--- src/sv/ptf_pkg.sv ---
// ----------------------------------------------------------------------------
// ptf_pkg
// shared types and constants of the transmit framer with byte stuffing
// ----------------------------------------------------------------------------
package ptf_pkg;

  localparam logic [7:0] MarkStart = 8'h23;  // '#'
  localparam logic [7:0] MarkEsc   = 8'h3F;  // '?'
  localparam logic [7:0] EscFlip   = 8'h20;

  // packet field phase of the front, one-hot
  typedef enum logic [3:0] {
    PH_ID      = 4'b0001,
    PH_LEN_LO  = 4'b0010,
    PH_LEN_HI  = 4'b0100,
    PH_PAYLOAD = 4'b1000
  } phase_e;

  // one classified input byte, handed from front to back
  typedef struct packed {
    logic       start;    // send the start marker first
    logic [7:0] data;     // packet byte, unstuffed
    logic       ck_en;    // checksum follows this byte
    logic [7:0] ck;       // checksum value, unstuffed
  } entry_t;

  function automatic logic needs_esc(input logic [7:0] b);
    needs_esc = (b == MarkEsc) || (b == MarkStart);
  endfunction

endpackage

--- src/sv/ptf_front.sv ---
// ----------------------------------------------------------------------------
// ptf_front
// tracks the packet fields, keeps the running sum, classifies each byte
// ----------------------------------------------------------------------------
module ptf_front (
  input  logic              clk_i,
  input  logic              rst_ni,
  input  logic              accept_i,
  input  logic [7:0]        data_byte_i,
  output ptf_pkg::entry_t   entry_o
);

  ptf_pkg::phase_e phase_q, phase_d;
  logic [7:0]      len_lo_q, len_lo_d;
  logic [15:0]     remain_q, remain_d;
  logic [7:0]      sum_q, sum_d;
  logic [7:0]      sum_add;

  assign sum_add = sum_q + data_byte_i;

  always_comb begin
    phase_d        = phase_q;
    len_lo_d       = len_lo_q;
    remain_d       = remain_q;
    sum_d          = sum_add;
    entry_o.start  = 1'b0;
    entry_o.data   = data_byte_i;
    entry_o.ck_en  = 1'b0;
    entry_o.ck     = 8'h00 - sum_add;
    unique case (phase_q)
      ptf_pkg::PH_ID: begin
        sum_d         = data_byte_i;
        entry_o.start = 1'b1;
        phase_d       = ptf_pkg::PH_LEN_LO;
      end
      ptf_pkg::PH_LEN_LO: begin
        len_lo_d = data_byte_i;
        phase_d  = ptf_pkg::PH_LEN_HI;
      end
      ptf_pkg::PH_LEN_HI: begin
        remain_d = {data_byte_i, len_lo_q};
        if (remain_d == 16'h0000) begin
          entry_o.ck_en = 1'b1;
          phase_d       = ptf_pkg::PH_ID;
        end else begin
          phase_d = ptf_pkg::PH_PAYLOAD;
        end
      end
      ptf_pkg::PH_PAYLOAD: begin
        remain_d = remain_q - 16'h0001;
        if (remain_d == 16'h0000) begin
          entry_o.ck_en = 1'b1;
          phase_d       = ptf_pkg::PH_ID;
        end
      end
      default: begin
        phase_d = ptf_pkg::PH_ID;
      end
    endcase
  end

  always_ff @(posedge clk_i or negedge rst_ni) begin
    if (!rst_ni) begin
      phase_q  <= ptf_pkg::PH_ID;
      len_lo_q <= 8'h00;
      remain_q <= 16'h0000;
      sum_q    <= 8'h00;
    end else if (accept_i) begin
      phase_q  <= phase_d;
      len_lo_q <= len_lo_d;
      remain_q <= remain_d;
      sum_q    <= sum_d;
    end
  end

endmodule

--- src/sv/ptf_queue.sv ---
// ----------------------------------------------------------------------------
// ptf_queue
// short fifo of classified entries between front and back
// ----------------------------------------------------------------------------
module ptf_queue #(
  parameter int unsigned DEPTH = 4
) (
  input  logic            clk_i,
  input  logic            rst_ni,
  input  logic            push_i,
  input  ptf_pkg::entry_t wdata_i,
  output logic            full_o,
  input  logic            pop_i,
  output logic            valid_o,
  output ptf_pkg::entry_t rdata_o
);

  localparam int unsigned PtrW = (DEPTH > 1) ? $clog2(DEPTH) : 1;
  localparam int unsigned CntW = $clog2(DEPTH + 1);
  localparam logic [PtrW-1:0] PtrLast = PtrW'(DEPTH - 1);
  localparam logic [CntW-1:0] CntFull = CntW'(DEPTH);

  ptf_pkg::entry_t        mem_q [DEPTH];
  logic [PtrW-1:0]        wptr_q, rptr_q;
  logic [CntW-1:0]        cnt_q;
  logic                   do_push, do_pop;

  assign full_o  = (cnt_q == CntFull);
  assign valid_o = (cnt_q != '0);
  assign rdata_o = mem_q[rptr_q];
  assign do_push = push_i && !full_o;
  assign do_pop  = pop_i && valid_o;

  always_ff @(posedge clk_i) begin
    if (do_push) begin
      mem_q[wptr_q] <= wdata_i;
    end
  end

  always_ff @(posedge clk_i or negedge rst_ni) begin
    if (!rst_ni) begin
      wptr_q <= '0;
      rptr_q <= '0;
      cnt_q  <= '0;
    end else begin
      if (do_push) begin
        wptr_q <= (wptr_q == PtrLast) ? '0 : wptr_q + PtrW'(1);
      end
      if (do_pop) begin
        rptr_q <= (rptr_q == PtrLast) ? '0 : rptr_q + PtrW'(1);
      end
      if (do_push && !do_pop) begin
        cnt_q <= cnt_q + CntW'(1);
      end else if (do_pop && !do_push) begin
        cnt_q <= cnt_q - CntW'(1);
      end
    end
  end

endmodule

--- src/sv/ptf_back.sv ---
// ----------------------------------------------------------------------------
// ptf_back
// expands one entry into link beats and holds them in the output register
// ----------------------------------------------------------------------------
module ptf_back (
  input  logic            clk_i,
  input  logic            rst_ni,
  input  logic            valid_i,
  input  ptf_pkg::entry_t entry_i,
  output logic            pop_o,
  input  logic            out_pop_i,
  output logic            empty_o,
  output logic [7:0]      out_byte_o,
  output logic            last_of_run_o,
  output logic            packet_end_o
);

  typedef enum logic [4:0] {
    ST_START   = 5'b00001,
    ST_DAT_ESC = 5'b00010,
    ST_DAT     = 5'b00100,
    ST_CK_ESC  = 5'b01000,
    ST_CK      = 5'b10000
  } step_e;

  // progress through the current entry
  logic       start_done_q, desc_done_q, dat_done_q, cesc_done_q;
  step_e      step;
  logic       emit, last;
  logic [7:0] beat_byte;

  logic       out_valid_q;
  logic [7:0] out_byte_q;
  logic       out_last_q, out_end_q;

  always_comb begin
    priority if (entry_i.start && !start_done_q) begin
      step = ST_START;
    end else if (ptf_pkg::needs_esc(entry_i.data) && !desc_done_q) begin
      step = ST_DAT_ESC;
    end else if (!dat_done_q) begin
      step = ST_DAT;
    end else if (ptf_pkg::needs_esc(entry_i.ck) && !cesc_done_q) begin
      step = ST_CK_ESC;
    end else begin
      step = ST_CK;
    end
  end

  always_comb begin
    unique case (step)
      ST_START:   beat_byte = ptf_pkg::MarkStart;
      ST_DAT_ESC: beat_byte = ptf_pkg::MarkEsc;
      ST_DAT: begin
        beat_byte = ptf_pkg::needs_esc(entry_i.data) ?
                    (entry_i.data ^ ptf_pkg::EscFlip) : entry_i.data;
      end
      ST_CK_ESC:  beat_byte = ptf_pkg::MarkEsc;
      ST_CK: begin
        beat_byte = ptf_pkg::needs_esc(entry_i.ck) ?
                    (entry_i.ck ^ ptf_pkg::EscFlip) : entry_i.ck;
      end
      default:    beat_byte = ptf_pkg::MarkStart;
    endcase
  end

  assign last  = ((step == ST_DAT) && !entry_i.ck_en) || (step == ST_CK);
  assign emit  = valid_i && (!out_valid_q || out_pop_i);
  assign pop_o = emit && last;

  always_ff @(posedge clk_i or negedge rst_ni) begin
    if (!rst_ni) begin
      start_done_q <= 1'b0;
      desc_done_q  <= 1'b0;
      dat_done_q   <= 1'b0;
      cesc_done_q  <= 1'b0;
    end else if (emit) begin
      if (last) begin
        start_done_q <= 1'b0;
        desc_done_q  <= 1'b0;
        dat_done_q   <= 1'b0;
        cesc_done_q  <= 1'b0;
      end else begin
        unique case (step)
          ST_START:   start_done_q <= 1'b1;
          ST_DAT_ESC: desc_done_q  <= 1'b1;
          ST_DAT:     dat_done_q   <= 1'b1;
          ST_CK_ESC:  cesc_done_q  <= 1'b1;
          default:    cesc_done_q  <= cesc_done_q;
        endcase
      end
    end
  end

  always_ff @(posedge clk_i or negedge rst_ni) begin
    if (!rst_ni) begin
      out_valid_q <= 1'b0;
    end else if (emit) begin
      out_valid_q <= 1'b1;
    end else if (out_pop_i) begin
      out_valid_q <= 1'b0;
    end
  end

  always_ff @(posedge clk_i) begin
    if (emit) begin
      out_byte_q <= beat_byte;
      out_last_q <= last;
      out_end_q  <= (step == ST_CK);
    end
  end

  assign empty_o       = !out_valid_q;
  assign out_byte_o    = out_byte_q;
  assign last_of_run_o = out_last_q;
  assign packet_end_o  = out_end_q;

endmodule

--- src/sv/packet_tx_framer_stuffing_core.sv ---
// ----------------------------------------------------------------------------
// packet_tx_framer_stuffing_core
// transmit framer: start marker, byte stuffing and sum checksum on a link
// ----------------------------------------------------------------------------
// path: an accepted byte is written into the entry queue, and its first beat
//   into the output register once the queue ahead is empty and output free
// throughput: one link beat per cycle while pop is high; an input byte makes
//   1 to 4 beats, and the back expander paces the input once the queue fills
// input keeps being taken while the entry queue (QDEPTH deep) has room
// reset: asynchronous active low; phase back to id, sum and count cleared,
//   queue and output register emptied
module packet_tx_framer_stuffing_core #(
  parameter int unsigned QDEPTH = 4   // entries between front and back, >= 2
) (
  input  logic       clk_i,
  input  logic       rst_ni,
  // input queue side
  input  logic       push,
  output logic       full,
  input  logic [7:0] data_byte_i,
  // result queue side
  output logic       empty,
  input  logic       pop,
  output logic [7:0] out_byte_o,
  output logic       last_of_run_o,
  output logic       packet_end_o
);

  ptf_pkg::entry_t front_entry;   // classified byte from the front
  ptf_pkg::entry_t head_entry;    // oldest entry waiting for the back
  logic            q_full;
  logic            q_valid;
  logic            q_pop;
  logic            accept;

  // an input beat goes in whenever the entry queue has a free slot
  assign full   = q_full;
  assign accept = push && !q_full;

  // front: field phase, length latch, payload count and running sum
  ptf_front u_front (
    .clk_i       (clk_i),
    .rst_ni      (rst_ni),
    .accept_i    (accept),
    .data_byte_i (data_byte_i),
    .entry_o     (front_entry)
  );

  // short queue decoupling classification from the beat expansion
  ptf_queue #(
    .DEPTH (QDEPTH)
  ) u_queue (
    .clk_i   (clk_i),
    .rst_ni  (rst_ni),
    .push_i  (accept),
    .wdata_i (front_entry),
    .full_o  (q_full),
    .pop_i   (q_pop),
    .valid_o (q_valid),
    .rdata_o (head_entry)
  );

  // back: walks marker, escapes, data and checksum one beat a cycle while
  // pop is high; the output register lets the next beat form while one waits
  ptf_back u_back (
    .clk_i         (clk_i),
    .rst_ni        (rst_ni),
    .valid_i       (q_valid),
    .entry_i       (head_entry),
    .pop_o         (q_pop),
    .out_pop_i     (pop),
    .empty_o       (empty),
    .out_byte_o    (out_byte_o),
    .last_of_run_o (last_of_run_o),
    .packet_end_o  (packet_end_o)
  );

endmodule

--- config.mk ---
export PLATFORM = sky130hd
export DESIGN_NAME = packet_tx_framer_stuffing_core
export DESIGN_NICKNAME = d
export VERILOG_FILES = /design/src/sv/ptf_pkg.sv /design/src/sv/ptf_front.sv /design/src/sv/ptf_queue.sv /design/src/sv/ptf_back.sv /design/src/sv/packet_tx_framer_stuffing_core.sv
export SDC_FILE = /design/constraint.sdc
export NUM_CORES = 1
export LEC_CHECK = 0
export BUFFER_PORTS_ARGS = -buffer_cell sky130_fd_sc_hd__buf_2
export CAP_MARGIN = 5
export CORE_MARGIN = 1.5
export CORE_UTILIZATION = 40
export CTS_BUF_LIST = sky130_fd_sc_hd__clkbuf_8
export CTS_CLUSTER_DIAMETER = 30
export DETAILED_ROUTE_END_ITERATION = 10
export RECOVER_POWER = 100
export SLEW_MARGIN = 20
export SYNTH_ARGS = -nofsm -noshare
export SYNTH_HDL_FRONTEND = slang
export SYNTH_SLANG_ARGS = --single-unit
--- constraint.sdc ---
create_clock -name clk_i -period 3.56 [get_ports clk_i]
set_clock_uncertainty 0.05 [all_clocks]
set_input_delay 0.356 -clock clk_i [delete_from_list [all_inputs] [get_ports clk_i]]
set_output_delay 0.356 -clock clk_i [all_outputs]
set_load 0.03 [all_outputs]
==> results of run 1 <==
[registers in the layout (all words and copies together), names as in the netlist]
register              count
u_front.sum_q             8
u_back.out_valid_q        1
u_back.last_of_run_o      1
u_back.dat_done_q         1
u_queue.mem_q            72
u_back.cesc_done_q        1
u_queue.rptr_q            2
u_back.desc_done_q        1
u_front.phase_q           4
u_back.start_done_q       1
u_queue.wptr_q            2
u_front.remain_q         16
u_queue.cnt_q             3
u_back.packet_end_o       1
u_back.out_byte_o         8
u_front.len_lo_q          8
[Yosys cell counts, types with 2 or more instances]
library cell,instances,area share
inv_1,15,0.0090
xor2_1,11,0.015
nand2_1,33,0.020
and3_1,4,0.0040
nor3_1,12,0.0096
or4b_2,2,0.0032
mux4_2,18,0.065
and2_1,4,0.0040
mux2i_1,6,0.0096
nand3b_1,4,0.0048
nand4_1,2,0.0020
nor4b_1,2,0.0028
nor4_1,7,0.0070
a211oi_1,3,0.0036
dfrtp_1,47,0.19
or4b_1,2,0.0032
o22ai_1,8,0.0080
o21a_1,3,0.0036
nand2b_1,12,0.012
nand4b_1,4,0.0056
edfxtp_1,82,0.39
nor2b_1,5,0.0050
a21o_1,2,0.0024
nor2_1,37,0.022
ha_1,16,0.032
buf_1,2,0.0012
o21ai_0,32,0.026
nand3_1,7,0.0056
a21oi_1,49,0.039
buf_2,3,0.0024
mux2_2,10,0.018
o32ai_1,3,0.0042
xnor2_1,9,0.013
clkbuf_1,18,0.011
a22oi_1,2,0.0024
or3_1,3,0.0030
o22a_1,3,0.0042
fa_1,2,0.0064
[stage by stage]
step | instance area [um2] | hold WS [ps]
after global routing | 7030 | 50.3
after global placement | 6720 | 421
after CTS | 7100 | 23.9
final | 7030 | 54.1
after floorplan | 6280 | 10.4
after detailed placement | 6720 | 430
[where the power goes]
group          internal (mW)  total, mW  switching (mW)
sequential              2.29       2.58           0.294
clock                  0.577       1.19           0.613
combinational          0.973       2.44            1.46
[kinds of logic (layout without fill, tap and decap cells)]
logic type,after synthesis,count (layout),synth area share
adder cells (fa/ha/maj),18,18,0.0383
AO/OA/AOI/OAI,115,115,0.106
multiplexers,35,35,0.0939
AND/OR/NAND/NOR,147,147,0.124
flip-flops,130,130,0.584
buffers and inverters,40,93,0.0257
XOR/XNOR,20,20,0.0279
[cell usage in the layout (no fill, tap or decap), drive strengths merged, types with 3 or more instances in the layout]
cell    instances
nor3           13
clkinv          8
buf            12
nand3           7
and3            4
xor2           11
mux2i           6
mux2           11
nand2b         12
o22ai           8
o22a            3
xnor2           9
a21oi          49
dfrtp          47
nand2          33
and2            4
nor2           37
or4b            4
or3             3
edfxtp         82
nand3b          4
nor4            8
inv            19
clkbuf         50
o32ai           3
nor2b           5
o21a            3
a211oi          4
ha             16
mux4           18
nand4b          4
o21ai          33
[critical path: stages, from the launching register on]
cell	delay, ps
dfrtp_2	470
mux4_2	560
or3_1	400
a211oi_1	360
nand2b_1	120
nand2_1	90
a21oi_1	60
inv_1	70
ha_1	170
inv_1	60
fa_1	370
xor2_1	150
nor2_1	100
xor2_1	150
[layout make-up]
type / instances / area (um2) / share of cell area
Clock buffer: 18 / 248 / 0.0352
Clock inverter: 14 / 131 / 0.0187
Inverter: 16 / 60.1 / 0.00854
Multi-Input combinational cell: 335 / 2440 / 0.347
Sequential cell: 130 / 3670 / 0.522
Tap cell: 211 / 264 / 0.0376
Timing Repair Buffer: 45 / 219 / 0.0311
[routing by layer]
layer  up-vias  routed length (um)
met5         -                   0
met4         0                 138
met3        13                 568
met1      2007                6220
li1       1979                   -
met2        93                6470
[path summary, 6_finish.rpt]
kind                       slack, ps  cells past startpoint             endpoint         startpoint
setup / recovery                 300                     13     u_queue.cnt_q[2]  u_queue.rptr_q[0]
hold / removal                    50                      2   u_back.out_valid_q                pop
setup reg to reg                 300                     13     u_queue.cnt_q[2]  u_queue.rptr_q[0]
hold reg to reg                  440                      1     u_queue.cnt_q[2]   u_queue.cnt_q[2]
max in group asynchronous        850                      2  u_front.len_lo_q[2]             rst_ni
min in group asynchronous       1170                      2   u_back.cesc_done_q             rst_ni
[what timing repair did]
action,in CTS,in global routing
resized for setup,0,2
hold endpoints to repair,0,39
setup endpoints to repair,0,2
hold buffers,0,1
==> results_dict.tcl, run 1 <==
set metrics [dict create \
    synth_cell_types 59 \
    postRouteAntennaNets 0 \
    antennaDiodeCount 0 \
    cts_tree "yes" \
    num_rows 45 \
    avgSynthCellArea_um2 12.4 \
    yosysWarnings 0 \
    synth_edf_count 82 \
    die_h_um 128 \
    clk_path_buf_depth 2 \
    wl_um 13400 \
    layout_setup_ws_ps 298 \
    final_core_util 0.461 \
    dp_hpwl_um 9160 \
    final-max-slew-violation-count 61 \
    antenna_found_initial 0 \
    drc 0 \
    die_w_um 128 \
    power_mw 6.21 \
    clock_sinks 130 \
    ir_worst_vdd_mv 0.331 \
    status "finished, violations left" \
    ios 24 \
    clock.fmax_mhz 307 \
    via_count 4092 \
    dpl_worst_slack_ps 179 \
    cellLeakagePower_nw 2.57 \
    slew_headroom -0.653 \
    path_class "reg -> reg" \
    synthArstFlopShare 0.369 \
    post-route-period-util 0.916 \
    drive_gt1_frac 0.138 \
    finalWeightedCongestion 0.815 \
    root_buffer "clkbuf_8" \
    ys_ff_latch 130 \
    grt_busiest_layer "met2" \
    cp-end-kind "flip-flop" \
    cp.required_ps 3880 \
    clock_latency_ps 440 \
    crit_fanout 6 \
    met2_usage 0.280 \
    worst_pin_slew_ps 2480 \
    clkTransAtPathRegs_ps 80 \
    grt_max_degree 42 \
    hold_class "in -> reg" \
    powerDensity_nw_per_um2 883 \
    htreeDepth 4 \
    grt_pass1_vias 4061 \
    postCtsSetupBuffers 0 \
    fp.coreArea_um2 15300 \
    initial_utilization 0.411 \
    synth_flop_cell "edfxtp_1" \
    violations "capacitance limit, slew limit" \
    worst_setup_path_start_kind "flip-flop" \
    gr-total-overflow 0 \
    rsz0062_at_grt "no" \
    die_area_um2 16500 \
    grt_use_total 0.174 \
    critPathArrivalTime_ps 3580 \
    layout.nets 575 \
    syn-cell-area_um2 6280 \
    drtIter0Drc 298 \
    drv_cap 2 \
    viasPerCell 5.32 \
    grt_pass1_wl_um 21300 \
    stdcell_count 769 \
    syn-num-nets 535 \
    fill_cells 1412 \
    setup_tns_ps 0 \
    ys_seq_area_frac 0.584 \
    cts_inserted_buffers 17 \
    hold_violations 0 \
    syn_inst 505 \
    grt_util_met3 0.0526 \
    port_buffers 23 \
    grt_util_met1 0.228 \
    period_needed_ps 3260 \
    first_pass_iters 5 \
    syn_to_final_growth_pct 12.0 \
    finalSetupViolCount 0 \
    dp.cells 736 \
    routedWlPerCell_um 17.4 \
]
(Power assumes the default switching activity.)
==> run 2, diff against run 1 <==
--- a/config.mk
+++ b/config.mk
@@ -12,6 +12,7 @@
 export CTS_BUF_LIST = sky130_fd_sc_hd__clkbuf_8
 export CTS_CLUSTER_DIAMETER = 30
 export DETAILED_ROUTE_END_ITERATION = 10
+export GPL_TIMING_DRIVEN = 0
 export RECOVER_POWER = 100
 export SLEW_MARGIN = 20
 export SYNTH_ARGS = -nofsm -noshare
==> results_dict.tcl, run 2 (synthesized netlist as in run 1, its figures left out) <==
set metrics [dict create \
    grt_pass1_wl_um 22200 \
    antenna_found_initial 0 \
    r2r-start "u_queue.rptr_q[0]" \
    wl_um 13800 \
    clock_latency_ps 450 \
    hold_path_depth 2 \
    drc 0 \
    fill_cells 1393 \
    worst_pin_slew_ps 1370 \
    drv_cap 0 \
    hold_class "in -> reg" \
    fp.coreArea_um2 15300 \
    htreeDepth 4 \
    largest_reg_flops 72 \
    period_needed_ps 3360 \
    cts_tree "yes" \
    path_class "reg -> reg" \
    clock_sinks 130 \
    r2r_end "u_queue.cnt_q[2]" \
    hold_end "u_back.out_valid_q" \
    root_buffer "clkbuf_8" \
    finalWeightedCongestion 0.825 \
    viasPerCell 5.43 \
    routedWlPerCell_um 17.9 \
    rsz0062_at_grt "yes" \
    layout.nets 579 \
    antennaDiodeCount 0 \
    critPathArrivalTime_ps 3690 \
    grt_use_total 0.181 \
    dp_hpwl_um 9360 \
    via_count 4194 \
    die_h_um 128 \
    cellLeakagePower_nw 2.57 \
    hold_slack_ps 53.4 \
    die_area_um2 16500 \
    postRouteAntennaNets 0 \
    gr-total-overflow 0 \
    cp.required_ps 3890 \
    ff2ff_path_depth 14 \
    final_common_cell "edfxtp_1" \
    drive_gt1_frac 0.142 \
    ir_worst_vdd_mv 0.377 \
    cts_inserted_buffers 17 \
    ios 24 \
    num_rows 45 \
    grt_max_degree 49 \
    post-route-period-util 0.945 \
    final_cell_mix "edfxtp_1, a21oi_1, dfrtp_1" \
    powerDensity_nw_per_um2 879 \
    grt_pass1_vias 4142 \
    initial_utilization 0.411 \
    layout_setup_ws_ps 197 \
    finalSetupViolCount 0 \
    drtIter0Drc 307 \
    clk_path_buf_depth 2 \
    hold_violations 0 \
    dpl_worst_slack_ps -278 \
    final-max-slew-violation-count 0 \
    largestRegisters "u_queue.mem_q (72), u_front.remain_q (16)" \
    syn_to_final_growth_pct 12.2 \
    port_buffers 23 \
    clock.fmax_mhz 297 \
    slew_headroom 0.0881 \
    first_pass_iters 5 \
    status "finished, final reports clean" \
    min_from "pop" \
    crit_fanout 10 \
    worst_setup_path_start_kind "flip-flop" \
    largest_register "u_queue.mem_q" \
    cp-end-kind "flip-flop" \
    clkTransAtPathRegs_ps 80 \
    die_w_um 128 \
    reg2reg_slack_ps 200 \
]
==> run 2: cell type report <==
type / instances / area, um2 / area share
clock inverters: 15 / 123 / 0.0174
repair buffers: 25 / 108 / 0.0153
clock buffers: 17 / 234 / 0.0332
plain buffers: 24 / 116 / 0.0165
flip-flops and latches: 130 / 3670 / 0.521
multi-input cells: 335 / 2470 / 0.351
inverters: 16 / 60.1 / 0.00853
well taps: 211 / 264 / 0.0375
==> run 2: worst max-delay path by stage <==
| stage | startpoint | endpoint | slack (ps) |
|---|---|---|---|
| 2_1_floorplan | u_queue.rptr_q[0] | u_queue.cnt_q[2] | 250 |
| 3_3_place_gp | u_queue.rptr_q[1] | u_queue.cnt_q[2] | -250 |
| 3_5_place_dp | u_queue.rptr_q[1] | u_queue.cnt_q[2] | -280 |
| 4_1_cts | u_queue.rptr_q[1] | u_queue.cnt_q[2] | 40 |
| 5_1_grt | u_queue.rptr_q[0] | u_queue.cnt_q[2] | -0.9 |
| 6_report | u_queue.rptr_q[0] | u_queue.cnt_q[2] | 200 |
==> run 2: what timing repair did <==
item	CTS	global route
hold endpoints to repair	47	0
hold buffers	1	0
setup buffers	0	1
endpoints found under the setup margin	2	6
gates resized for setup	7	2
==> run 2: power by group <==
| group | internal [mW] | switching [mW] | total (mW) |
|---|---|---|---|
| clock | 0.501 | 0.650 | 1.15 |
| sequential | 2.28 | 0.244 | 2.53 |
| combinational | 0.985 | 1.52 | 2.51 |
==> run 2: critical path, cell delays in order (launching register included) <==
cell and delay [ps]:
dfrtp_2 420, buf_12 170, mux4_2 560, or3_1 380
a211oi_2 300, nand2b_1 140, nand2_1 110, a21oi_2 70
inv_1 90, ha_1 170, inv_1 70, fa_1 370
xor2_1 150, nor2_1 110, xor2_1 140
==> run 2: layer usage <==
layer | GRT usage | routed length [um] | up-vias
li1 | - | - | 1989
met1 | 0.229 | 6010 | 2070
met2 | 0.297 | 6920 | 114
met3 | 0.0455 | 576 | 21
met4 | 0.0734 | 311 | 0
met5 | 0 | 0 | -
==> run 2: metrics by stage <==
| stage | instance area (um2) | setup TNS, ps | util | total power [mW] | instances |
|---|---|---|---|---|---|
| after floorplan | 6280 | 0 | - | 4.39 | 505 |
| after global placement | 6660 | -460 | 0.436 | 4.97 | 739 |
| after detailed placement | 6660 | -520 | 0.437 | 5.06 | 739 |
| after CTS | 7050 | 0 | 0.462 | 6.25 | 772 |
| after global routing | 7040 | -0.947 | 0.462 | 6.62 | 773 |
| final | 7040 | 0 | 0.462 | 6.19 | 773 |
==> run 3, diff against run 2 <==
--- a/config.mk
+++ b/config.mk
@@ -7,7 +7,7 @@
 export LEC_CHECK = 0
 export BUFFER_PORTS_ARGS = -buffer_cell sky130_fd_sc_hd__buf_2
 export CAP_MARGIN = 5
-export CORE_MARGIN = 1.5
+export CORE_MARGIN = 4
 export CORE_UTILIZATION = 40
 export CTS_BUF_LIST = sky130_fd_sc_hd__clkbuf_8
 export CTS_CLUSTER_DIAMETER = 30
==> constraint.sdc (replaced) <==
create_clock -name clk_i -period 3.56 [get_ports clk_i]
set_clock_uncertainty 0.05 [all_clocks]
set_input_delay 0.356 -clock clk_i [delete_from_list [all_inputs] [get_ports clk_i]]
set_output_delay 0.356 -clock clk_i [all_outputs]
set_load 0.1 [all_outputs]
==> results_dict.tcl, run 3 (synthesized netlist as in run 1, its figures left out) <==
set metrics [dict create \
    seqCellArea_um2 3670 \
    drv_cap 0 \
    path_class "reg -> reg" \
    post-route-period-util 0.941 \
    gr-total-overflow 0 \
    slew_headroom 0.0492 \
    fin_area_um2 7180 \
    grt_busiest_layer "met2" \
    ir_worst_vdd_mv 0.562 \
    num_rows 45 \
    layout_setup_ws_ps 209 \
    clock_latency_ps 430 \
    final_common_cell "edfxtp_1" \
    period_needed_ps 3350 \
    cp_slowest_cell "mux4_2" \
    drc 0 \
    largestRegisters "u_queue.mem_q (72), u_front.remain_q (16)" \
    largest_register "u_queue.mem_q" \
    cp_cell_sequence "buf_12, buf_12, mux4_2, nor3_1, nor2_1, nor4_4, a21oi_4, inv_1, ha_1, inv_1, fa_1, xor2_1, nor2_1, xor2_1" \
    root_buffer "clkbuf_8" \
    drtIter0Drc 358 \
    clock.fmax_mhz 298 \
    fp.coreArea_um2 15300 \
    die_h_um 133 \
    grt_max_degree 49 \
    powerDensity_nw_per_um2 940 \
    final_cell_mix "edfxtp_1, a21oi_1, dfrtp_1" \
    cp-end-kind "flip-flop" \
    ios 24 \
    grt_util_met1 0.201 \
    fill_cells 1405 \
    drive_gt1_frac 0.158 \
    place_area_um2 6660 \
    postRouteAntennaNets 0 \
    first_pass_iters 4 \
    cellLeakagePower_nw 2.63 \
    die_area_um2 17800 \
    worst_pin_slew_ps 1430 \
    clk_path_buf_depth 2 \
    setup_tns_ps 0 \
    dp_hpwl_um 9400 \
    rsz0062_at_grt "no" \
    clock_sinks 130 \
    finalWeightedCongestion 0.859 \
    final-max-slew-violation-count 0 \
    cts_tree "yes" \
    crit_fanout 7 \
    finalSetupViolCount 0 \
    routedWlPerCell_um 17.7 \
    syn_to_final_growth_pct 14.5 \
    cts_inserted_buffers 17 \
    grt_util_met3 0.0453 \
    port_buffers 23 \
    grt_pass1_vias 4264 \
    antenna_found_initial 0 \
    status "finished, final reports clean" \
    cp.required_ps 3870 \
    antennaDiodeCount 0 \
    power_mw 6.75 \
    critPathArrivalTime_ps 3660 \
    hold_violations 0 \
    met2_usage 0.273 \
    clkTransAtPathRegs_ps 80 \
    wl_um 13900 \
    layout.nets 590 \
    initial_utilization 0.410 \
    grt_use_total 0.161 \
    grt_pass1_wl_um 22400 \
    worst_setup_path_start_kind "flip-flop" \
    dpl_worst_slack_ps -307 \
    largest_reg_flops 72 \
    multi_input_area_um2 2490 \
    die_w_um 133 \
    htreeDepth 4 \
    cpPeakStageDelay_ps 510 \
    hold_class "in -> reg" \
    viasPerCell 5.39 \
    final_core_util 0.469 \
    via_count 4216 \
]
-- run 3: cell type report --
| cell class | instances | area share |
|---|---|---|
| flip-flops and latches | 130 | 0.510 |
| multi-input cells | 335 | 0.346 |
| well taps | 211 | 0.0368 |
| clock buffers | 17 | 0.0326 |
| repair buffers | 36 | 0.0282 |
| clock inverters | 13 | 0.0192 |
| plain buffers | 24 | 0.0183 |
| inverters | 16 | 0.00836 |
-- run 3: report_power, final --
part           switching (mW)  internal (mW)  total, mW
combinational            1.93           1.10       3.02
sequential              0.238           2.29       2.52
clock                   0.590          0.613       1.20
-- run 3: what timing repair did --
| action | 4_1_cts | 5_1_grt |
|---|---|---|
| setup endpoints to repair | 2 | 6 |
| endpoints found under the hold margin | 47 | 0 |
| gates cloned | 0 | 0 |
| hold buffers | 1 | 0 |
| pin swaps | 0 | 3 |
| buffers inserted | 0 | 12 |
| gates resized for setup | 7 | 10 |
-- run 3: path summary, 6_finish.rpt --
path / startpoint / to / slack [ps] / cells past startpoint
max: u_queue.rptr_q[0] / u_queue.cnt_q[2] / 210 / 14
max reg2reg: u_queue.rptr_q[0] / u_queue.cnt_q[2] / 210 / 14
min in group asynchronous: rst_ni / u_back.dat_done_q / 700 / 2
min reg2reg: u_queue.cnt_q[2] / u_queue.cnt_q[2] / 440 / 1
max in group asynchronous: rst_ni / u_queue.rptr_q[0] / 1890 / 2
min: pop / u_back.out_valid_q / 70 / 2
-- run 3: stage by stage --
step	std cells	hold slack, ps
3_3_place_gp	739	421
2_1_floorplan	505	10.4
5_1_grt	782	35.2
6_report	782	68.5
3_5_place_dp	739	375
4_1_cts	770	36.5
-- run 3: layer usage --
layer	routed length, um	vias to the layer above
li1	-	2004
met1	6160	2095
met2	6890	101
met3	636	16
met4	187	0
met5	0	-
-- run 3: worst max-delay path: cells and delay by family (launching register included) --
family          cells  cell delay (ps)
compound gates      1              130
xor+xnor            2              300
fa+ha+maj           2              560
buf+inv             4              390
flops               1              400
mux                 1              510
simple gates        4              930
